### src/hw/rtl/fcou_pkg.sv
// Types, constants and fixed-point helpers for the fly camera orientation update block.
package fcou_pkg;

  localparam int VEC_FRAC_BITS_DEF = 14;

  // Product and operand widths of the shared multiplier
  localparam int PW = 66;
  localparam int MW = 33;

  // CORDIC datapath and angle widths
  localparam int CW    = 34;
  localparam int ANG_W = 28;

  localparam int CFG_IDX_W  = 3;
  localparam int CFG_DATA_W = 32;

  localparam logic [1:0] CMD_MOVE   = 2'd0;
  localparam logic [1:0] CMD_TURN   = 2'd1;
  localparam logic [1:0] CMD_RELOAD = 2'd2;

  localparam logic [CFG_IDX_W-1:0] CFG_MOVE_SPEED  = 3'd0;
  localparam logic [CFG_IDX_W-1:0] CFG_TURN_SPEED  = 3'd1;
  localparam logic [CFG_IDX_W-1:0] CFG_START_YAW   = 3'd2;
  localparam logic [CFG_IDX_W-1:0] CFG_START_PITCH = 3'd3;
  localparam logic [CFG_IDX_W-1:0] CFG_START_X     = 3'd4;
  localparam logic [CFG_IDX_W-1:0] CFG_START_Y     = 3'd5;
  localparam logic [CFG_IDX_W-1:0] CFG_START_Z     = 3'd6;

  localparam logic DIV_MODE_DIV  = 1'b0;
  localparam logic DIV_MODE_SQRT = 1'b1;

  // Angles in degrees, Q16.16
  localparam logic signed [ANG_W-1:0] DEG_89  = 28'sd5832704;
  localparam logic signed [ANG_W-1:0] DEG_90  = 28'sd5898240;
  localparam logic signed [ANG_W-1:0] DEG_180 = 28'sd11796480;
  localparam logic [31:0]             DEG_360 = 32'd23592960;

  localparam logic signed [CW-1:0] CORDIC_GAIN = 34'sd652032875;

  typedef struct packed {
    logic [1:0]         command;
    logic [3:0]         key_mask;
    logic [15:0]        delta_time;
    logic signed [15:0] mouse_dx;
    logic signed [15:0] mouse_dy;
  } in_item_t;

  typedef struct packed {
    logic signed [31:0] pos_x;
    logic signed [31:0] pos_y;
    logic signed [31:0] pos_z;
    logic signed [15:0] front_x;
    logic signed [15:0] front_y;
    logic signed [15:0] front_z;
    logic signed [15:0] right_x;
    logic signed [15:0] right_y;
    logic signed [15:0] right_z;
    logic signed [15:0] up_x;
    logic signed [15:0] up_y;
    logic signed [15:0] up_z;
  } out_item_t;

  typedef struct packed {
    logic        start;
    logic        mode;
    logic [63:0] num;
    logic [31:0] den;
  } div_req_t;

  typedef struct packed {
    logic        done;
    logic [31:0] quo;
    logic [31:0] rem;
  } div_rsp_t;

  typedef struct packed {
    logic              start;
    logic signed [24:0] ang;
  } cor_req_t;

  typedef struct packed {
    logic                done;
    logic signed [MW-1:0] sin_v;
    logic signed [MW-1:0] cos_v;
  } cor_rsp_t;

  // Arctangent of 2^-i in degrees, Q16.16
  function automatic logic [21:0] arc_angle(input logic [3:0] i);
    logic [21:0] a;
    unique case (i)
      4'd0:  a = 22'd2949120;
      4'd1:  a = 22'd1740967;
      4'd2:  a = 22'd919879;
      4'd3:  a = 22'd466945;
      4'd4:  a = 22'd234379;
      4'd5:  a = 22'd117304;
      4'd6:  a = 22'd58666;
      4'd7:  a = 22'd29335;
      4'd8:  a = 22'd14668;
      4'd9:  a = 22'd7334;
      4'd10: a = 22'd3667;
      4'd11: a = 22'd1833;
      4'd12: a = 22'd917;
      4'd13: a = 22'd458;
      4'd14: a = 22'd229;
      4'd15: a = 22'd115;
    endcase
    return a;
  endfunction

  // Shift right with rounding to nearest, halves away from zero
  function automatic logic signed [PW-1:0] rnd_sh(input logic signed [PW-1:0] v, input int s);
    logic [PW-1:0] mag;
    logic [PW-1:0] half;
    half = PW'(1) << (s - 1);
    mag  = v[PW-1] ? PW'(-v) : PW'(v);
    mag  = (mag + half) >> s;
    return v[PW-1] ? -$signed(mag) : $signed(mag);
  endfunction

  function automatic logic signed [31:0] sat32(input logic signed [PW-1:0] v);
    logic signed [31:0] r;
    if (!v[PW-1] && (|v[PW-2:31]))      r = 32'sh7fff_ffff;
    else if (v[PW-1] && !(&v[PW-2:31])) r = 32'sh8000_0000;
    else                                r = v[31:0];
    return r;
  endfunction

  function automatic logic signed [15:0] sat16(input logic signed [PW-1:0] v);
    logic signed [15:0] r;
    if (!v[PW-1] && (|v[PW-2:15]))      r = 16'sh7fff;
    else if (v[PW-1] && !(&v[PW-2:15])) r = 16'sh8000;
    else                                r = v[15:0];
    return r;
  endfunction

endpackage

### src/hw/rtl/fcou_div.sv
// Shared iterative unit: 64/32 restoring divide or 64-bit integer square root, one bit a cycle.
module fcou_div import fcou_pkg::*; (
  input  logic     clk,
  input  logic     rst_n,
  input  div_req_t req,
  output div_rsp_t rsp
);

  logic        busy_r;
  logic        done_r;
  logic        mode_r;
  logic [4:0]  cnt_r;
  logic [63:0] n_r;
  logic [63:0] res_r;
  logic [63:0] bit_r;
  logic [31:0] rem_r;
  logic [31:0] lo_r;
  logic [31:0] den_r;

  logic [63:0] trial;
  logic [32:0] t;
  logic [32:0] tsub;
  logic        ge;

  always_comb begin
    trial = res_r + bit_r;
    t     = {rem_r, lo_r[31]};
    tsub  = t - {1'b0, den_r};
    ge    = (t >= {1'b0, den_r});
  end

  always_ff @(posedge clk) begin
    if (!rst_n) begin
      busy_r <= 1'b0;
      done_r <= 1'b0;
    end else begin
      done_r <= 1'b0;
      if (req.start) begin
        busy_r <= 1'b1;
        cnt_r  <= '0;
        mode_r <= req.mode;
        n_r    <= req.num;
        res_r  <= '0;
        bit_r  <= 64'h4000_0000_0000_0000;
        rem_r  <= req.num[63:32];
        lo_r   <= req.num[31:0];
        den_r  <= req.den;
      end else if (busy_r) begin
        if (mode_r == DIV_MODE_SQRT) begin
          if (n_r >= trial) begin
            n_r   <= n_r - trial;
            res_r <= (res_r >> 1) + bit_r;
          end else begin
            res_r <= res_r >> 1;
          end
          bit_r <= bit_r >> 2;
        end else begin
          rem_r <= ge ? tsub[31:0] : t[31:0];
          lo_r  <= {lo_r[30:0], ge};
        end
        cnt_r <= cnt_r + 5'd1;
        if (cnt_r == 5'd31) begin
          busy_r <= 1'b0;
          done_r <= 1'b1;
        end
      end
    end
  end

  assign rsp.done = done_r;
  assign rsp.quo  = (mode_r == DIV_MODE_SQRT) ? res_r[31:0] : lo_r;
  assign rsp.rem  = rem_r;

endmodule

### config.mk
export PLATFORM = sky130hd
export DESIGN_NAME = fcou_div
export DESIGN_NICKNAME = d
export VERILOG_FILES = /design/src/hw/rtl/fcou_pkg.sv /design/src/hw/rtl/fcou_div.sv
export SDC_FILE = /design/constraint.sdc
export NUM_CORES = 1
export LEC_CHECK = 0
export BUFFER_PORTS_ARGS = -buffer_cell sky130_fd_sc_hd__clkbuf_2
export CELL_PAD_IN_SITES_DETAIL_PLACEMENT = 1
export CELL_PAD_IN_SITES_GLOBAL_PLACEMENT = 1
export CORE_UTILIZATION = 35
export CTS_CLUSTER_DIAMETER = 60
export CTS_CLUSTER_SIZE = 12
export DETAILED_ROUTE_END_ITERATION = 16
export GPL_TIMING_DRIVEN = 0
export MAX_ROUTING_LAYER = met4
export PLACE_DENSITY = 0.67
export SYNTH_ARGS = -nofsm -noshare
export SYNTH_HDL_FRONTEND = slang
export SYNTH_SLANG_ARGS = --single-unit
### constraint.sdc
create_clock -name clk -period 13.7 [get_ports clk]
set_input_delay 2.74 -clock clk [delete_from_list [all_inputs] [get_ports clk]]
set_output_delay 2.74 -clock clk [all_outputs]
set_load 0.05 [all_outputs]
==> out/metrics.yaml, run 1 <==
yosys:
  synth_edf_count: 262
  netlist_top_cells_area: "edfxtp_1 (38%), ha_1 (9.8%), nand2_1 (5.1%)"
  synth_warnings: 0
  yosysMostFrequentCell: "nand2_1"
  ys_top_cells_by_count: "nand2_1 (284), edfxtp_1 (262), o21ai_0 (210)"
  synth_top_family_by_area: "compound AO/OA/AOI/OAI gates"
  avgSynthCellArea_um2: 8.876
  synth-compound-area-share_pct: 22.38
  netlist.area_leader.share_pct: 37.68
  syn-cell-area_um2: 20880
  synth_cell_types: 79
  syn_nets: 2618
  ys_seq_area_share_pct: 37.88
  synth-seq-cells: 264
  synthSimpleGateAreaFrac_pct: 17.39
  synth_flop_cell: "edfxtp_1"
  synthArstFlopShare_pct: 0
  synth.area.mux_share_pct: 0.4615
  synth_cells: 2352
  synth_top_cell_by_area: "edfxtp_1"
  synth_xor_xnor_area_share_pct: 7.845
  synthAdderAreaFrac_pct: 10.02
pwr:
  ir_worst_vdd_mv: 0.1019
  power.density_nw_per_um2: 144.3
  p_leak_nw: 9.572
status:
  status: "finished clean"
routing:
  drc: 0
  dr.pass1.iters: 5
  dr_total_vias: 19265
  wl_um: 76480
  drt_iter0_markers: 1182
  ant_nets: 0
  wl_per_cell_um: 22.68
  drt-vias-per-instance: 5.713
die:
  fp.dieArea_um2: 60630
  pin_count: 165
  die_y_um: 246.2
  core_um2: 59020
  rows: 89
  initial_core_util_pct: 35.37
  die_w_um: 246.2
grt:
  antenna_found_initial: 4
  globalRouteOverflowTotal: 0
  grt_usage_pct: 26.01
  grt_pass1_wl_um: 118100
  first_global_vias: 20023
  grt_max_degree: 34
place:
  place_area_um2: 22880
  place_hpwl_um: 60090
  place_congestion: 0.9124
  dp.cells: 3297
  place_ws_ps: 5174
  io_buffer_count: 164
clock_tree:
  clockBufferDepth: 3
  postCtsSetupBuffers: 0
  ctsResizeCount: 0
  cts_buffers: 41
  root_buffer: "clkbuf_16"
  cts-hold-fix-buffers: 0
  cts.sinks: 264
  tritoncts: "done"
  clock_latency_ps: 580
  clk_pin_slew_ps: 60
  cts_max_level: 2
sta:
  worst_pin_slew_ps: 1287
  maxSlewHeadroom_pct: 14.22
  period_share_pct: 62.80
  rsz0062_at_grt: "no"
  slew_violations: 0
  finalSetupTns_ps: 0
  min_period_ps: 8604
  finalHoldViolCount: 0
  setup_viol: 0
  skew_ps: 23.95
  fmax_mhz: 116.2
  finalWorstSetupSlack_ps: 5096
worst_setup_path:
  end_kind: "flip-flop"
  worstRegToRegCells: 27
  critPathRequiredTime_ps: 14010
  crit_end: "n_r[24]"
  crit_arrival_ps: 8910
  r2r_setup_slack_ps: 5100
  criticalPathCategory: "flip-flop to flip-flop"
  start_kind: "flip-flop"
  r2r_end: "n_r[24]"
  cp_max_fo: 23
  crit_start: "res_r[2]"
  r2r-start: "res_r[2]"
cells_and_area:
  postLayoutCoreUtil_pct: 41.26
  instances_no_fill: 3372
  nets: 2834
  drive_above_1_share_pct: 12.28
  syn2layout_area_growth_pct: 16.63
  design_area_um2: 24350
flow_run:
  max_cap_violations: 0
worst_hold_path:
  hp-class: "flip-flop to flip-flop"
==> layout make-up <==
cell class	instances	area, um2
Inverter	95	356.6
Buffer	118	483.0
Clock buffer	45	1062
Tap cell	773	967.2
Multi-Input combinational cell	1875	12160
Sequential cell	264	7908
Fill cell	6955	34670
Antenna cell	1	2.502
Clock inverter	28	379.1
Timing Repair Buffer	173	1031
==> cells in the final DEF, fill, tap and decap left out, types with 23 or more instances in the layout <==
master     Yosys  final
edfxtp_1     262    262
nor2_1       192    192
nand4_1       47     47
nor3_1        32     32
clkbuf_1      81     84
ha_1         164    164
nand2_1      284    284
a21o_1        76     76
xnor2_1       90     90
a31oi_1       82     82
inv_1         94     93
xor2_1        97     97
o21ai_0      210    210
nand3_1       41     41
clkbuf_16      0     42
nor2b_1       71     70
buf_2         23     23
clkbuf_2       3    167
a21oi_1      167    167
o21bai_1      30     30
a211oi_1      39     39
==> report_power, final <==
group	internal (mW)	switching [mW]	total, mW
sequential	0.998	0.0608	1.06
clock	0.700	0.436	1.14
combinational	0.465	0.855	1.32
==> metal layers <==
layer	track usage (%)	vias up	share of wire (%)
met5	-	-	0
met2	43.54	473	49
met4	8.842	0	3.2
met3	2.484	115	3.9
li1	-	9100	-
met1	32.69	9577	44
==> state kept, by name (all words and copies together), names as in the netlist <==
register  flops
n_r          64
res_r        64
bit_r        32
den_r        32
lo_r         32
rem_r        32
cnt_r         5
busy_r        1
done_r        1
mode_r        1
==> critical path, stage by stage, from the launching register on <==
cell and delay (ps):
edfxtp_1 490, ha_1 380, a31o_2 240, a31oi_1 360, or3_1 190, nand3_1 220
o21ai_0 370, nor2_1 150, a21bo_2 280, a21oi_1 320, o21bai_1 160, a31oi_1 230
xor2_1 230, ha_1 260, clkbuf_1 210, a21o_1 220, a21o_1 210, a21oi_1 190
o21ai_0 120, a21oi_1 200, o21ai_0 130, a21oi_1 360, o41a_1 720, buf_2 430
clkbuf_1 750, a21boi_4 390, buf_16 290, buf_12 180
==> per-stage QoR <==
stage	power (mW)	hold slack, ps
after floorplan	1.988	516.7
after global placement	2.351	571.3
after detailed placement	2.379	587.3
after CTS	3.534	603.7
after global routing	3.695	621.3
final	3.515	597.9
==> worst min path at each step <==
stage	start	cells past startpoint	end
3_3_place_gp	lo_r[2]	2	lo_r[3]
3_5_place_dp	lo_r[11]	2	lo_r[12]
6_report	cnt_r[0]	1	cnt_r[0]
2_1_floorplan	busy_r	1	done_r
5_1_grt	busy_r	1	done_r
4_1_cts	cnt_r[0]	1	cnt_r[0]
==> cell families (layout without fill, tap and decap cells) <==
kind of cell / Yosys count / count (layout)
AOI/OAI and AO/OA: 738 / 738
buffers and inverters: 213 / 459
muxes: 9 / 9
adders and majority gates: 166 / 166
other: 0 / 1
and+or+nand+nor: 775 / 775
DFF: 264 / 264
xor gates and xnor gates: 187 / 187
(Power assumes the default switching activity.)
==> run 2, diff against run 1 <==
==> constraint.sdc (replaced) <==
create_clock -name clk -period 7.1 [get_ports clk]
set_input_delay 1.42 -clock clk [delete_from_list [all_inputs] [get_ports clk]]
set_output_delay 1.42 -clock clk [all_outputs]
set_load 0.05 [all_outputs]
==> out/metrics.yaml, run 2 (synthesis gave the netlist of run 1 again) <==
status:
  status: "finished clean"
pwr:
  p_switching_mw: 2.641
  swShare_pct: 39.92
  internal_power_mw: 3.974
  power.density_nw_per_um2: 271.1
  clkPwrFrac_pct: 29.8
  sequentialPowerShare_pct: 30.9
  p_leak_nw: 9.592
  ir_worst_vdd_mv: 0.1971
  p_comb_share_pct: 39.3
worst_setup_path:
  crit_arrival_ps: 7220
  worstPathCellList: "ha_4, and4_1, nand2b_1, or3_1, nand3_2, o2111ai_1, a211oi_2, o21bai_1, a21oi_1, o21ai_1, a311o_1, ha_1, a21o_1, a21o_1, a21oi_1, o21ai_0, a211oi_2, o41a_4, buf_6, clkbuf_4, a21boi_4, buf_16, buf_16"
  end_kind: "flip-flop"
  r2r-start: "res_r[10]"
  crit_family: "compound AO/OA/AOI/OAI gates"
  cpPeakStageDelay_ps: 540
  start_kind: "flip-flop"
  crit_buf_inv: 4
  criticalPathCategory: "flip-flop to flip-flop"
  crit_start: "res_r[10]"
  cp_max_fo: 19
  critPathRequiredTime_ps: 7420
  crit_slowest_cell: "edfxtp_1"
cells_and_area:
  postLayoutCoreUtil_pct: 41.34
  largestRegisters: "n_r (64), res_r (64)"
  design_area_um2: 24400
  nets: 2837
  syn2layout_area_growth_pct: 16.87
  drive_above_1_share_pct: 13.37
  fillers: 6920
  layout_commonest_cell: "nand2_1"
  final_cell_mix: "nand2_1 (284), edfxtp_1 (262), o21ai_0 (205), nor2_1 (191), clkbuf_2 (172)"
worst_hold_path:
  hp-class: "flip-flop to flip-flop"
  min_from: "lo_r[12]"
clock_tree:
  tritoncts: "done"
  root_buffer: "clkbuf_16"
  cts_max_level: 2
  cts_buffers: 41
  clk_pin_slew_ps: 60
  cts.sinks: 264
  cts-hold-fix-buffers: 0
  clockBufferDepth: 3
  clock_latency_ps: 580
die:
  initial_core_util_pct: 35.37
  fp.dieArea_um2: 60630
  pin_count: 165
  die_y_um: 246.2
  rows: 89
  die_w_um: 246.2
  core_um2: 59020
routing:
  ant_nets: 0
  dr.pass1.iters: 5
  wl_um: 77440
  drc: 0
  wl_per_cell_um: 22.94
  drt-vias-per-instance: 5.733
  drt_iter0_markers: 1241
  dr_total_vias: 19353
place:
  io_buffer_count: 164
  place_congestion: 0.9247
  place_hpwl_um: 60340
  place_area_um2: 23020
sta:
  rsz0062_at_grt: "no"
  min_period_ps: 6895
  skew_ps: 19.26
  period_share_pct: 97.11
  slew_violations: 0
  finalHoldViolCount: 0
  maxSlewHeadroom_pct: 14.86
  worst_pin_slew_ps: 1277
  setup_viol: 0
  fmax_mhz: 145.0
grt:
  globalRouteOverflowTotal: 0
  first_global_vias: 20228
  grt_pass1_wl_um: 118800
  grt_max_degree: 34
  antenna_found_initial: 2
  grt_usage_pct: 26.13
flow_run:
  max_cap_violations: 0
## run 2: cell count changes in the layout (fill, tap and decap cells not counted), moves of 3 or more
cell / previous run / this run
clkbuf_1: 84 / 78
ha_4: 0 / 5
inv_6: 3 / 7
o21ai_0: 210 / 205
buf_4: 2 / 5
clkbuf_2: 167 / 172
o21ai_1: 4 / 8
a31oi_1: 82 / 79
ha_1: 164 / 158
bufinv_16: 7 / 0
## run 2: repair_timing
item | CTS | global route
gates resized for setup | 4 | 9
endpoints found under the setup margin | 87 | 126
hold endpoints to repair | 0 | 0
pin swaps | 1 | 1
setup buffers | 2 | 2
## run 2: power groups by stage
stage | registers, mW | logic (mW) | clock network, mW
floorplan | 2.09 | 1.77 | 0
global placement | 2.09 | 2.46 | 0
detailed placement | 2.08 | 2.54 | 0
CTS | 2.05 | 2.57 | 2.01
global route | 2.06 | 2.84 | 2.05
finish | 2.04 | 2.60 | 1.97
## run 2: layer usage
| layer | wire [um] | up-vias | share of wire (%) | GRT usage, % |
|---|---|---|---|---|
| li1 | - | 9118 | - | - |
| met1 | 34540 | 9613 | 45 | 32.93 |
| met2 | 36950 | 480 | 48 | 43.11 |
| met3 | 3338 | 142 | 4.3 | 2.876 |
| met4 | 2609 | 0 | 3.4 | 9.353 |
| met5 | 0 | - | 0 | - |
## run 2: worst paths after layout
path	endpoint	cells past startpoint	slack, ps
worst max-delay path	n_r[62]	23	210
worst min-delay path	lo_r[13]	2	590
worst max register to register	n_r[62]	23	210
worst min register to register	lo_r[13]	2	590
## run 2: worst register-to-register path, cell delays in order, from the launching register on
cell       delay (ps)
edfxtp_1          540
ha_4              360
and4_1            260
nand2b_1          190
or3_1             460
nand3_2           180
o2111ai_1         240
a211oi_2          360
o21bai_1          160
a21oi_1           230
o21ai_1           190
a311o_1           410
ha_1              400
a21o_1            200
a21o_1            180
a21oi_1           310
o21ai_0           200
a211oi_2          400
o41a_4            340
buf_6             210
clkbuf_4          320
a21boi_4          120
buf_16            200
buf_16            180
## run 2: layout make-up
cell class	count	area [um2]	share of cell area, %
Buffer	118	509.2	2.087
Tap cell	773	967.2	3.964
Timing Repair Buffer	176	1046	4.287
Clock inverter	27	191.4	0.7846
Antenna cell	1	2.502	0.01026
Multi-Input combinational cell	1875	12330	50.53
Sequential cell	264	7908	32.41
Inverter	95	356.6	1.461
Clock buffer	47	1091	4.472
## run 2: metrics by stage
| step | hold WS (ps) | setup TNS [ps] | power, mW | worst slack (ps) | std cells |
|---|---|---|---|---|---|
| floorplan | 516.7 | -155890 | 3.856 | -2436 | 2352 |
| global placement | 571.3 | -747630 | 4.554 | -7672 | 3289 |
| detailed placement | 588.3 | -16970 | 4.619 | -403.2 | 3297 |
| CTS | 595.2 | 0 | 6.626 | 46.23 | 3373 |
| global route | 617.2 | 0 | 6.941 | 7.025 | 3376 |
| finish | 590.4 | 0 | 6.614 | 205.3 | 3376 |
