File: config.mk
export PLATFORM = sky130hd
export DESIGN_NAME = fcou_cordic
export DESIGN_NICKNAME = d
export VERILOG_FILES = /design/src/hw/rtl/fcou_pkg.sv /design/src/hw/rtl/fcou_cordic.sv
export SDC_FILE = /design/constraint.sdc
export NUM_CORES = 1
export LEC_CHECK = 0
export BUFFER_PORTS_ARGS = -buffer_cell sky130_fd_sc_hd__buf_2
export CORE_ASPECT_RATIO = 0.7
export CORE_MARGIN = 5
export CORE_UTILIZATION = 55
export DETAILED_ROUTE_END_ITERATION = 7
export PLACE_DENSITY_LB_ADDON = 0.3
export SLEW_MARGIN = 20
export SYNTH_ARGS = -nofsm -noshare
export SYNTH_HDL_FRONTEND = slang
export SYNTH_SLANG_ARGS = --single-unit
File: constraint.sdc
create_clock -name clk -period 6.75 [get_ports clk]
set_clock_uncertainty 0.1 [all_clocks]
set_input_delay 1.0125 -clock clk [delete_from_list [all_inputs] [get_ports clk]]
set_output_delay 1.0125 -clock clk [all_outputs]
set_load 0.01 [all_outputs]
File: src/hw/rtl/fcou_pkg.sv
// Types, constants and fixed-point helpers for the fly camera orientation update block.
package fcou_pkg;

  localparam int VEC_FRAC_BITS_DEF = 14;

  // Product and operand widths of the shared multiplier
  localparam int PW = 66;
  localparam int MW = 33;

  // CORDIC datapath and angle widths
  localparam int CW    = 34;
  localparam int ANG_W = 28;

  localparam int CFG_IDX_W  = 3;
  localparam int CFG_DATA_W = 32;

  localparam logic [1:0] CMD_MOVE   = 2'd0;
  localparam logic [1:0] CMD_TURN   = 2'd1;
  localparam logic [1:0] CMD_RELOAD = 2'd2;

  localparam logic [CFG_IDX_W-1:0] CFG_MOVE_SPEED  = 3'd0;
  localparam logic [CFG_IDX_W-1:0] CFG_TURN_SPEED  = 3'd1;
  localparam logic [CFG_IDX_W-1:0] CFG_START_YAW   = 3'd2;
  localparam logic [CFG_IDX_W-1:0] CFG_START_PITCH = 3'd3;
  localparam logic [CFG_IDX_W-1:0] CFG_START_X     = 3'd4;
  localparam logic [CFG_IDX_W-1:0] CFG_START_Y     = 3'd5;
  localparam logic [CFG_IDX_W-1:0] CFG_START_Z     = 3'd6;

  localparam logic DIV_MODE_DIV  = 1'b0;
  localparam logic DIV_MODE_SQRT = 1'b1;

  // Angles in degrees, Q16.16
  localparam logic signed [ANG_W-1:0] DEG_89  = 28'sd5832704;
  localparam logic signed [ANG_W-1:0] DEG_90  = 28'sd5898240;
  localparam logic signed [ANG_W-1:0] DEG_180 = 28'sd11796480;
  localparam logic [31:0]             DEG_360 = 32'd23592960;

  localparam logic signed [CW-1:0] CORDIC_GAIN = 34'sd652032875;

  typedef struct packed {
    logic [1:0]         command;
    logic [3:0]         key_mask;
    logic [15:0]        delta_time;
    logic signed [15:0] mouse_dx;
    logic signed [15:0] mouse_dy;
  } in_item_t;

  typedef struct packed {
    logic signed [31:0] pos_x;
    logic signed [31:0] pos_y;
    logic signed [31:0] pos_z;
    logic signed [15:0] front_x;
    logic signed [15:0] front_y;
    logic signed [15:0] front_z;
    logic signed [15:0] right_x;
    logic signed [15:0] right_y;
    logic signed [15:0] right_z;
    logic signed [15:0] up_x;
    logic signed [15:0] up_y;
    logic signed [15:0] up_z;
  } out_item_t;

  typedef struct packed {
    logic        start;
    logic        mode;
    logic [63:0] num;
    logic [31:0] den;
  } div_req_t;

  typedef struct packed {
    logic        done;
    logic [31:0] quo;
    logic [31:0] rem;
  } div_rsp_t;

  typedef struct packed {
    logic              start;
    logic signed [24:0] ang;
  } cor_req_t;

  typedef struct packed {
    logic                done;
    logic signed [MW-1:0] sin_v;
    logic signed [MW-1:0] cos_v;
  } cor_rsp_t;

  // Arctangent of 2^-i in degrees, Q16.16
  function automatic logic [21:0] arc_angle(input logic [3:0] i);
    logic [21:0] a;
    unique case (i)
      4'd0:  a = 22'd2949120;
      4'd1:  a = 22'd1740967;
      4'd2:  a = 22'd919879;
      4'd3:  a = 22'd466945;
      4'd4:  a = 22'd234379;
      4'd5:  a = 22'd117304;
      4'd6:  a = 22'd58666;
      4'd7:  a = 22'd29335;
      4'd8:  a = 22'd14668;
      4'd9:  a = 22'd7334;
      4'd10: a = 22'd3667;
      4'd11: a = 22'd1833;
      4'd12: a = 22'd917;
      4'd13: a = 22'd458;
      4'd14: a = 22'd229;
      4'd15: a = 22'd115;
    endcase
    return a;
  endfunction

  // Shift right with rounding to nearest, halves away from zero
  function automatic logic signed [PW-1:0] rnd_sh(input logic signed [PW-1:0] v, input int s);
    logic [PW-1:0] mag;
    logic [PW-1:0] half;
    half = PW'(1) << (s - 1);
    mag  = v[PW-1] ? PW'(-v) : PW'(v);
    mag  = (mag + half) >> s;
    return v[PW-1] ? -$signed(mag) : $signed(mag);
  endfunction

  function automatic logic signed [31:0] sat32(input logic signed [PW-1:0] v);
    logic signed [31:0] r;
    if (!v[PW-1] && (|v[PW-2:31]))      r = 32'sh7fff_ffff;
    else if (v[PW-1] && !(&v[PW-2:31])) r = 32'sh8000_0000;
    else                                r = v[31:0];
    return r;
  endfunction

  function automatic logic signed [15:0] sat16(input logic signed [PW-1:0] v);
    logic signed [15:0] r;
    if (!v[PW-1] && (|v[PW-2:15]))      r = 16'sh7fff;
    else if (v[PW-1] && !(&v[PW-2:15])) r = 16'sh8000;
    else                                r = v[15:0];
    return r;
  endfunction

endpackage

File: src/hw/rtl/fcou_cordic.sv
// Iterative 16-step rotation CORDIC giving sine and cosine of an angle in degrees.
module fcou_cordic import fcou_pkg::*; (
  input  logic     clk,
  input  logic     rst_n,
  input  cor_req_t req,
  output cor_rsp_t rsp
);

  logic                    busy_r;
  logic                    done_r;
  logic [3:0]              step_r;
  logic                    neg_r;
  logic signed [CW-1:0]    x_r;
  logic signed [CW-1:0]    y_r;
  logic signed [ANG_W-1:0] z_r;

  logic signed [ANG_W-1:0] z0;
  logic                    neg0;
  logic signed [CW-1:0]    xs;
  logic signed [CW-1:0]    ys;
  logic signed [ANG_W-1:0] arc;

  always_comb begin
    z0   = ANG_W'(req.ang);
    neg0 = 1'b0;
    if (z0 > DEG_90) begin
      z0   = z0 - DEG_180;
      neg0 = 1'b1;
    end else if (z0 < -DEG_90) begin
      z0   = z0 + DEG_180;
      neg0 = 1'b1;
    end
    xs  = x_r >>> step_r;
    ys  = y_r >>> step_r;
    arc = $signed(ANG_W'(arc_angle(step_r)));
  end

  always_ff @(posedge clk) begin
    if (!rst_n) begin
      busy_r <= 1'b0;
      done_r <= 1'b0;
    end else begin
      done_r <= 1'b0;
      if (req.start) begin
        busy_r <= 1'b1;
        step_r <= '0;
        neg_r  <= neg0;
        x_r    <= CORDIC_GAIN;
        y_r    <= '0;
        z_r    <= z0;
      end else if (busy_r) begin
        if (!z_r[ANG_W-1]) begin
          x_r <= x_r - ys;
          y_r <= y_r + xs;
          z_r <= z_r - arc;
        end else begin
          x_r <= x_r + ys;
          y_r <= y_r - xs;
          z_r <= z_r + arc;
        end
        step_r <= step_r + 4'd1;
        if (step_r == 4'd15) begin
          busy_r <= 1'b0;
          done_r <= 1'b1;
        end
      end
    end
  end

  assign rsp.done  = done_r;
  assign rsp.cos_v = neg_r ? MW'(-x_r) : MW'(x_r);
  assign rsp.sin_v = neg_r ? MW'(-y_r) : MW'(y_r);

endmodule

==> results of run 1 <==
-- area by class of cell --
type | instances | area share
clock buffer | 22 | 0.02707
clock inverter | 10 | 0.004395
inverter | 51 | 0.01081
multi-input combinational | 1687 | 0.6888
sequential | 125 | 0.1959
tap | 412 | 0.02874
timing repair buffer | 135 | 0.04423
-- sequential cells by signal (all words and copies together), names as in the netlist --
name	cells
y_r	34
step_r	4
neg_r	1
done_r	1
x_r	34
busy_r	1
arc	22
z_r	28
-- power by group through the flow --
stage	combinational, mW	sequential [mW]	clock [mW]
4_1_cts	4.64	1.57	0.916
3_3_place_gp	4.53	1.58	0
2_1_floorplan	3.72	1.30	0
6_report	4.72	1.61	0.907
5_1_grt	5.21	1.61	0.953
3_5_place_dp	4.59	1.59	0
-- through the flow --
step / instances / hold slack [ps] / power, mW / area (um2) / utilization
after detailed placement: 2406 / 375.8 / 6.177 / 17330 / 0.5796
after floorplan: 1986 / 347.0 / 5.024 / 16590 / -
after global placement: 2406 / 374.1 / 6.106 / 17330 / 0.5796
final: 2442 / 388.0 / 7.234 / 17930 / 0.5996
after global routing: 2442 / 431.8 / 7.778 / 17930 / 0.5996
after CTS: 2438 / 382.1 / 7.126 / 17900 / 0.5984
-- logic make-up after synthesis --
group | after synthesis | share of synthesized area
adders and majority gates | 111 | 0.08507
muxes | 155 | 0.1416
and+or+nand+nor | 662 | 0.1964
DFF | 125 | 0.2118
xor gates and xnor gates | 208 | 0.1098
AOI/OAI and AO/OA | 551 | 0.2113
buffers and inverters | 174 | 0.04397
-- repair_timing --
| action | 4_1_cts | 5_1_grt |
|---|---|---|
| buffers inserted | 0 | 4 |
| endpoints found under the hold margin | 0 | 0 |
| setup endpoints to repair | 0 | 2 |
| hold buffers | 0 | 0 |
-- routing by layer --
| metal | vias to the layer above | routed length (um) | GRT usage |
|---|---|---|---|
| li1 | 7455 | - | - |
| met1 | 7384 | 22900 | 0.4368 |
| met2 | 845 | 19870 | 0.4014 |
| met3 | 73 | 5543 | 0.06419 |
| met4 | 0 | 705 | 0.05744 |
| met5 | - | 0 | 0 |
-- final timing paths --
kind	from	to	slack, ps	cells after the start
setup / recovery	step_r[1]	y_r[32]	740	18
hold / removal	busy_r	done_r	390	2
setup reg to reg	step_r[1]	y_r[32]	740	18
hold reg to reg	busy_r	done_r	390	2
-- critical path: cells and delay by family, from the launching register on --
| kind | cells | cell delay (ps) |
|---|---|---|
| multiplexers | 3 | 1200 |
| AND/OR/NAND/NOR | 3 | 800 |
| XOR/XNOR | 1 | 150 |
| flip-flops | 1 | 560 |
| adder cells (fa/ha/maj) | 2 | 560 |
| buffers and inverters | 1 | 230 |
| AO/OA/AOI/OAI | 8 | 2160 |
-- cell usage in the layout (no fill, tap or decap), types with 11 or more instances in the layout --
master,synthesis,routed
dfxtp_1,24,24
buf_4,6,41
xor2_1,76,76
nand2_1,199,199
xnor2_1,132,132
o211ai_1,15,15
a31oi_1,25,25
buf_2,13,93
o21bai_1,16,16
mux2_2,33,33
nor3_1,51,51
ha_1,108,108
or3_1,16,16
o21ai_0,126,126
edfxtp_1,101,101
o31ai_1,23,23
a21oi_1,159,159
nor4_1,12,11
and2_1,19,19
nor2b_1,29,29
nand4_1,16,16
clkbuf_16,0,18
a21o_1,36,36
o21a_1,19,19
nor2_1,170,170
o41ai_1,14,14
nand3_1,40,40
nand2b_1,33,33
a211oi_1,17,17
inv_1,50,48
and3_1,22,22
mux4_2,51,51
mux2i_1,59,59
==> flow_metrics.env, run 1 <==
export IMPL_worst_pin_slew_ps=980.9
export IMPL_syn_to_final_growth_pct=8.100
export IMPL_synth_top_area_frac=0.1828
export IMPL_port_buffers=94
export IMPL_hold_viol_final=0
export IMPL_crit_path_max_fanout=9
export IMPL_fp_row_count=53
export IMPL_leakage_nw=7.160
export IMPL_viasPerCell=6.452
export IMPL_status="complete, no violations"
export IMPL_clock_fmax_ghz=0.1664
export IMPL_yosysMostFrequentCell="nand2_1"
export IMPL_ys_warn_count=0
export IMPL_path_cells="buf_4, mux4_2, mux2_2, or2_2, o21ai_0, ha_1, nand3_1, o21ai_0, xnor2_1, ha_1, or2_2, a31oi_1, a211oi_1, o32ai_1, o21ai_1, a211o_1, o41ai_1, mux2_2"
export IMPL_drt_initial_drc_count=1770
export IMPL_insertedDiodeCount=0
export IMPL_slew_viol_final=0
export IMPL_grt_pass1_wl_mm=77.38
export IMPL_async_flop_share=0
export IMPL_grt_overflow_total=0
export IMPL_avgSynthCellArea_um2=8.353
export IMPL_first_pass_iters=6
export IMPL_synth_common_cells="nand2_1, nor2_1, a21oi_1, xnor2_1, o21ai_0"
export IMPL_hpwl_mm=36.74
export IMPL_cts_root_buf="clkbuf_16"
export IMPL_grt_max_degree=97
export IMPL_post_route_drc_count=0
export IMPL_final_setup_tns_ps=0
export IMPL_yosysTopAreaCell="edfxtp_1"
export IMPL_grt_setup_unrepaired="no"
export IMPL_synth_cells=1986
export IMPL_ys_top_cells_by_area="edfxtp_1, ha_1, xnor2_1"
export IMPL_layout_setup_ws_ps=740.3
export IMPL_die_area_um2=33790
export IMPL_yosys_register_bits=125
export IMPL_drive_gt1_frac=0.1404
export IMPL_fp_coreArea_um2=29910
export IMPL_numCtsBuffers=17
export IMPL_h_tree_depth=4
export IMPL_ir_worst_vdd_uv=200.5
export IMPL_synth_seq_area_share=0.2118
export IMPL_power_frac_seq=0.222
export IMPL_vias=15760
export IMPL_clock_sinks=125
export IMPL_wl_per_cell_um=20.08
export IMPL_syn_area_um2=16590
export IMPL_io_pins=95
export IMPL_crit_type="reg -> reg"
export IMPL_power_density_nw_per_um2=403.4
export IMPL_p_sw_mw=3.510
export IMPL_end_kind="flip-flop"
export IMPL_clk_path_buf_depth=2
export IMPL_cts_tree="built"
export IMPL_initial_core_util=0.5547
export IMPL_p_int_mw=3.724
export IMPL_fin_nets=2156
export IMPL_antenna_found_initial=1
export IMPL_slew_headroom=0.3461
export IMPL_grt_usage=0.2821
export IMPL_num_fill_cells=2593
export IMPL_start_kind="flip-flop"
export IMPL_arrival_ps=6090
export IMPL_cts_reportedPaths_clkPinSlew_ps=60
export IMPL_syn_nets=2125
export IMPL_synth_edf_count=101
export IMPL_power_frac_clock=0.125
export IMPL_period_needed_ps=6010
export IMPL_seq_area_um2=3513
export IMPL_postRouteAntennaNets=0
export IMPL_slowest_stage="edfxtp_1"
export IMPL_synthFlopType="edfxtp_1"
export IMPL_grt_pass1_vias=14440
export IMPL_place_ws_ps=617.4
export IMPL_routed_wl_mm=49.03
export IMPL_globalplace_congestion=0.9767
export IMPL_synth_distinct_cells=93
export IMPL_insertion_delay_ps=440
export IMPL_hp_class="reg -> reg"
export IMPL_die_w_um=217.6
export IMPL_crit_path_max_incr_delay_ps=560
export IMPL_setup_viol=0
export IMPL_required_ps=6830
export IMPL_power_frac_comb=0.652
export IMPL_multi_input_area_um2=12350
export IMPL_die_y_um=155.3
export IMPL_finalCritPeriodShare=0.8903
export IMPL_swShare=0.4852
export IMPL_cts_repair_resized=0
export IMPL_maxCapViolCount=0
No activity file was read; power rests on OpenSTA's default activity.
==> run 2, diff against run 1 <==
--- a/config.mk
+++ b/config.mk
@@ -11,6 +11,7 @@
 export CORE_UTILIZATION = 55
 export DETAILED_ROUTE_END_ITERATION = 7
 export PLACE_DENSITY_LB_ADDON = 0.3
+export RECOVER_POWER = 25
 export SLEW_MARGIN = 20
 export SYNTH_ARGS = -nofsm -noshare
 export SYNTH_HDL_FRONTEND = slang
==> flow_metrics.env, run 2 (synthesis results as in run 1) <==
export IMPL_status="finished, violations left"
export IMPL_failed_checks="capacitance limit, slew limit"
export IMPL_postRouteAntennaNets=0
export IMPL_globalplace_congestion=0.9767
export IMPL_reg2regPathDepth=18
export IMPL_startpoint="req[25]"
export IMPL_design_area_um2=17900
export IMPL_power_frac_comb=0.652
export IMPL_start_kind="input pin"
export IMPL_power_frac_seq=0.222
export IMPL_whs_path_depth=2
export IMPL_met3_length_mm=5.603
export IMPL_cts_root_buf="clkbuf_16"
export IMPL_grt_pass1_wl_mm=77.38
export IMPL_grt_overflow_total=0
export IMPL_crit_type="in -> reg"
export IMPL_io_pins=95
export IMPL_path_cells="clkbuf_1, o21ai_0, clkinvlp_2, buf_4"
export IMPL_slowest_stage="clkinvlp_2"
export IMPL_swShare=0.4851
export IMPL_die_w_um=217.6
export IMPL_layout_setup_ws_ps=628.0
export IMPL_syn_to_final_growth_pct=7.904
export IMPL_final_util=0.5985
export IMPL_worst_pin_slew_ps=2179
export IMPL_power_frac_clock=0.125
export IMPL_grt_setup_unrepaired="no"
export IMPL_vias=15790
export IMPL_grt_pass1_vias=14440
export IMPL_clock_fmax_ghz=0.1633
export IMPL_hold_buffers=0
export IMPL_die_y_um=155.3
export IMPL_wl_met2_mm=19.98
export IMPL_fp_coreArea_um2=29910
export IMPL_setup_viol=0
export IMPL_insertedDiodeCount=0
export IMPL_p_sw_mw=3.505
export IMPL_hp_class="reg -> reg"
export IMPL_viasPerCell=6.466
export IMPL_numCtsBuffers=17
export IMPL_placed_cell_area_um2=17330
export IMPL_insertion_delay_ps=440
export IMPL_grt_usage=0.2821
export IMPL_grt_max_degree=97
export IMPL_final_setup_tns_ps=0
export IMPL_r2r_start="step_r[1]"
export IMPL_drt_initial_drc_count=1856
export IMPL_wl_per_cell_um=20.07
export IMPL_cts_tree="built"
export IMPL_fp_row_count=53
export IMPL_maxCapViolCount=4
export IMPL_p_int_mw=3.720
export IMPL_arrival_ps=6080
export IMPL_clock_sinks=125
export IMPL_crit_path_max_incr_delay_ps=1970
export IMPL_post_route_drc_count=0
export IMPL_wl_met1_mm=22.79
export IMPL_top_layer="met4"
export IMPL_finalCritPeriodShare=0.9070
export IMPL_clk_path_buf_depth=2
export IMPL_ir_worst_vdd_uv=201.0
export IMPL_power_density_nw_per_um2=403.6
export IMPL_port_buffers=94
export IMPL_place_ws_ps=617.4
export IMPL_hpwl_mm=36.74
export IMPL_initial_core_util=0.5547
export IMPL_antenna_found_initial=1
export IMPL_end_kind="flip-flop"
export IMPL_hold_viol_final=0
export IMPL_holdWs_ps=381.9
export IMPL_routed_wl_mm=49.02
export IMPL_final_common_cell="nand2_1"
export IMPL_period_needed_ps=6122
export IMPL_final_cell_mix="nand2_1, nor2_1, a21oi_1"
export IMPL_crit_path_max_fanout=61
export IMPL_drive_gt1_frac=0.1320
export IMPL_cts_reportedPaths_clkPinSlew_ps=60
export IMPL_first_pass_iters=6
export IMPL_required_ps=6710
export IMPL_die_area_um2=33790
export IMPL_largestRegisters="x_r (34), y_r (34), z_r (28)"
export IMPL_min_delay_start="busy_r"
export IMPL_slew_headroom=-0.4526
export IMPL_leakage_nw=7.102
export IMPL_h_tree_depth=4
export IMPL_fin_nets=2156
export IMPL_slew_viol_final=227
run 2: changes by cell type in the layout (fill, tap and decap cells not counted), sizes merged:
cell      previous run  this run
inv                 53        52
clkinvlp             0         1
buf                135       117
clkbuf              22        40
run 2: layer usage:
| metal | GRT usage | vias up |
|---|---|---|
| met4 | 0.05744 | 0 |
| met1 | 0.4368 | 7453 |
| met5 | 0 | - |
| li1 | - | 7445 |
| met2 | 0.4014 | 811 |
| met3 | 0.06419 | 81 |
run 2: path summary, 6_finish.rpt:
kind              to  slack [ps]
max           y_r[6]         630
min           done_r         380
max reg2reg  y_r[32]         750
min reg2reg   done_r         380
run 2: per-stage QoR:
stage,power (mW),instances
floorplan,5.024,1986
global placement,6.106,2406
detailed placement,6.177,2406
CTS,7.126,2438
global route,7.776,2442
finish,7.225,2442
run 2: timing repair:
item / in CTS / in global routing
buffers inserted: 0 / 4
resized for setup: 0 / 0
setup endpoints to repair: 0 / 2
run 2: power groups by stage:
| stage | clock network, mW | registers (mW) | logic [mW] |
|---|---|---|---|
| after floorplan | 0 | 1.30 | 3.72 |
| after global placement | 0 | 1.58 | 4.53 |
| after detailed placement | 0 | 1.59 | 4.59 |
| after CTS | 0.916 | 1.57 | 4.64 |
| after global routing | 0.953 | 1.61 | 5.21 |
| final | 0.906 | 1.61 | 4.71 |
run 2: worst max-delay path, delay by kind of cell:
kind | cells | cell delay (ps)
buffers and inverters | 3 | 3750
AO/OA/AOI/OAI | 1 | 1240
run 2: layout make-up:
class | instances | area, um2
inverters | 51 | 192.7
clock inverters | 10 | 78.83
fillers | 2601 | 12010
well taps | 412 | 515.5
clock buffers | 22 | 485.5
repair buffers | 135 | 762.0
multi-input cells | 1687 | 12350
flip-flops and latches | 125 | 3513
==> run 3, diff against run 2 <==
--- a/config.mk
+++ b/config.mk
@@ -6,9 +6,11 @@
 export NUM_CORES = 1
 export LEC_CHECK = 0
 export BUFFER_PORTS_ARGS = -buffer_cell sky130_fd_sc_hd__buf_2
+export CELL_PAD_IN_SITES_DETAIL_PLACEMENT = 1
+export CELL_PAD_IN_SITES_GLOBAL_PLACEMENT = 2
 export CORE_ASPECT_RATIO = 0.7
 export CORE_MARGIN = 5
-export CORE_UTILIZATION = 55
+export CORE_UTILIZATION = 39
 export DETAILED_ROUTE_END_ITERATION = 7
 export PLACE_DENSITY_LB_ADDON = 0.3
 export RECOVER_POWER = 25
==> flow_metrics.env, run 3 (synthesis results as in run 1) <==
export IMPL_final_cell_mix="nand2_1, nor2_1, a21oi_1"
export IMPL_worst_pin_slew_ps=1085
export IMPL_holdWs_ps=409.5
export IMPL_post_route_drc_count=0
export IMPL_wl_per_cell_um=23.90
export IMPL_fp_coreArea_um2=42170
export IMPL_maxCapViolCount=0
export IMPL_port_buffers=94
export IMPL_end_kind="flip-flop"
export IMPL_hp_class="reg -> reg"
export IMPL_clock_fmax_ghz=0.1593
export IMPL_period_needed_ps=6277
export IMPL_r2r_slack_ps=470
export IMPL_cts_root_buf="clkbuf_16"
export IMPL_crit_family="compound AO/OA/AOI/OAI gates"
export IMPL_leakage_nw=7.211
export IMPL_crit_path_max_fanout=39
export IMPL_power_density_nw_per_um2=419.3
export IMPL_vias=16030
export IMPL_routed_wl_mm=61.85
export IMPL_finalCritPeriodShare=0.9299
export IMPL_final_setup_tns_ps=0
export IMPL_cts_reportedPaths_clkPinSlew_ps=60
export IMPL_layout_setup_ws_ps=473.4
export IMPL_grt_pass1_wl_mm=94.49
export IMPL_r2r_end="x_r[21]"
export IMPL_slowest_stage="edfxtp_1"
export IMPL_die_y_um=182.6
export IMPL_hold_buffers=0
export IMPL_die_w_um=256.5
export IMPL_grt_max_degree=101
export IMPL_grt_setup_unrepaired="no"
export IMPL_layoutNonFillerInstCount=2588
export IMPL_grt_overflow_total=0
export IMPL_h_tree_depth=4
export IMPL_viasPerCell=6.196
export IMPL_slew_viol_final=0
export IMPL_syn_to_final_growth_pct=9.729
export IMPL_globalplace_congestion=0.9220
export IMPL_slew_headroom=0.2769
export IMPL_largestRegisters="x_r (34), y_r (34), z_r (28)"
export IMPL_fin_nets=2161
export IMPL_antenna_found_initial=4
export IMPL_reg2regPathDepth=21
export IMPL_ir_worst_vdd_uv=201.3
export IMPL_grt_usage=0.2554
export IMPL_numCtsBuffers=17
export IMPL_r2r_start="step_r[1]"
export IMPL_place_ws_ps=495.8
export IMPL_hold_viol_final=0
export IMPL_crit_type="reg -> reg"
export IMPL_arrival_ps=6360
export IMPL_crit_path_max_incr_delay_ps=670
export IMPL_fp_row_count=63
export IMPL_drt_initial_drc_count=1669
export IMPL_cts_tree="built"
export IMPL_insertion_delay_ps=470
export IMPL_clock_sinks=125
export IMPL_min_delay_start="busy_r"
export IMPL_whs_path_depth=2
export IMPL_required_ps=6840
export IMPL_grt_pass1_vias=15600
export IMPL_status="complete, no violations"
export IMPL_die_area_um2=46830
export IMPL_postRouteAntennaNets=0
export IMPL_clk_path_buf_depth=2
export IMPL_setup_viol=0
export IMPL_initial_core_util=0.3934
export IMPL_startpoint="step_r[1]"
export IMPL_hpwl_mm=47.30
export IMPL_first_pass_iters=5
export IMPL_path_cells="clkbuf_16, mux4_1, mux2_2, a21oi_1, ha_1, a21boi_1, nand2_1, or2_2, a211oi_1, nor2_1, xnor2_1, ha_1, a21oi_1, o21ai_0, o41ai_1, nand3b_1, a31oi_1, a211o_1, a311oi_1, xor2_1, nor2_1"
export IMPL_dp_cells=2553
export IMPL_hold_path_end="done_r"
export IMPL_cp_buffers_inverters=1
export IMPL_start_kind="flip-flop"
export IMPL_final_common_cell="nand2_1"
export IMPL_io_pins=95
export IMPL_drive_gt1_frac=0.1420
export IMPL_p_total_mw=7.632
run 3: worst max path at each step:
stage,endpoint,depth (start not counted)
global placement,y_r[32],18
floorplan,y_r[32],21
detailed placement,x_r[21],21
CTS,x_r[33],21
finish,x_r[21],21
global route,y_r[32],16
run 3: area by class of cell:
class,count,area (um2)
Clock inverter,8,46.29
Inverter,51,196.4
Sequential cell,125,3513
Tap cell,552,690.7
Fill cell,4955,23970
Timing Repair Buffer,140,850.8
Multi-Input combinational cell,1687,12350
Antenna cell,1,2.502
Clock buffer,24,556.8
run 3: power by group:
group | internal [mW] | switching [mW]
clock | 0.574 | 0.407
combinational | 2.12 | 2.95
sequential | 1.14 | 0.450
total | 3.83 | 3.80
run 3: worst reg2reg max path: cells and delay by family, from the launching register on:
kind                     cells  cell delay [ps]
AND/OR/NAND/NOR              5              690
buffers and inverters        1              390
XOR/XNOR                     2              470
adder cells (fa/ha/maj)      2              520
multiplexers                 2              970
flip-flops                   1              670
AO/OA/AOI/OAI                9             2170
run 3: routing by layer:
metal,vias to the layer above,GRT usage,part of all wire
li1,7451,-,-
met2,547,0.3381,0.38
met4,0,0.04464,0.011
met5,-,0,0
met3,50,0.06044,0.088
met1,7986,0.4157,0.52
run 3: metrics by stage:
stage | area (um2) | utilization
final | 18200 | 0.4317
after global routing | 18200 | 0.4316
after CTS | 18180 | 0.4311
after detailed placement | 17580 | 0.4168
after global placement | 17580 | 0.4168
after floorplan | 16590 | -
run 3: repair_timing:
action                                 CTS  global route
setup endpoints to repair                0             1
endpoints found under the hold margin    0             0
resized for setup                        0             1
buffers inserted                         0             1
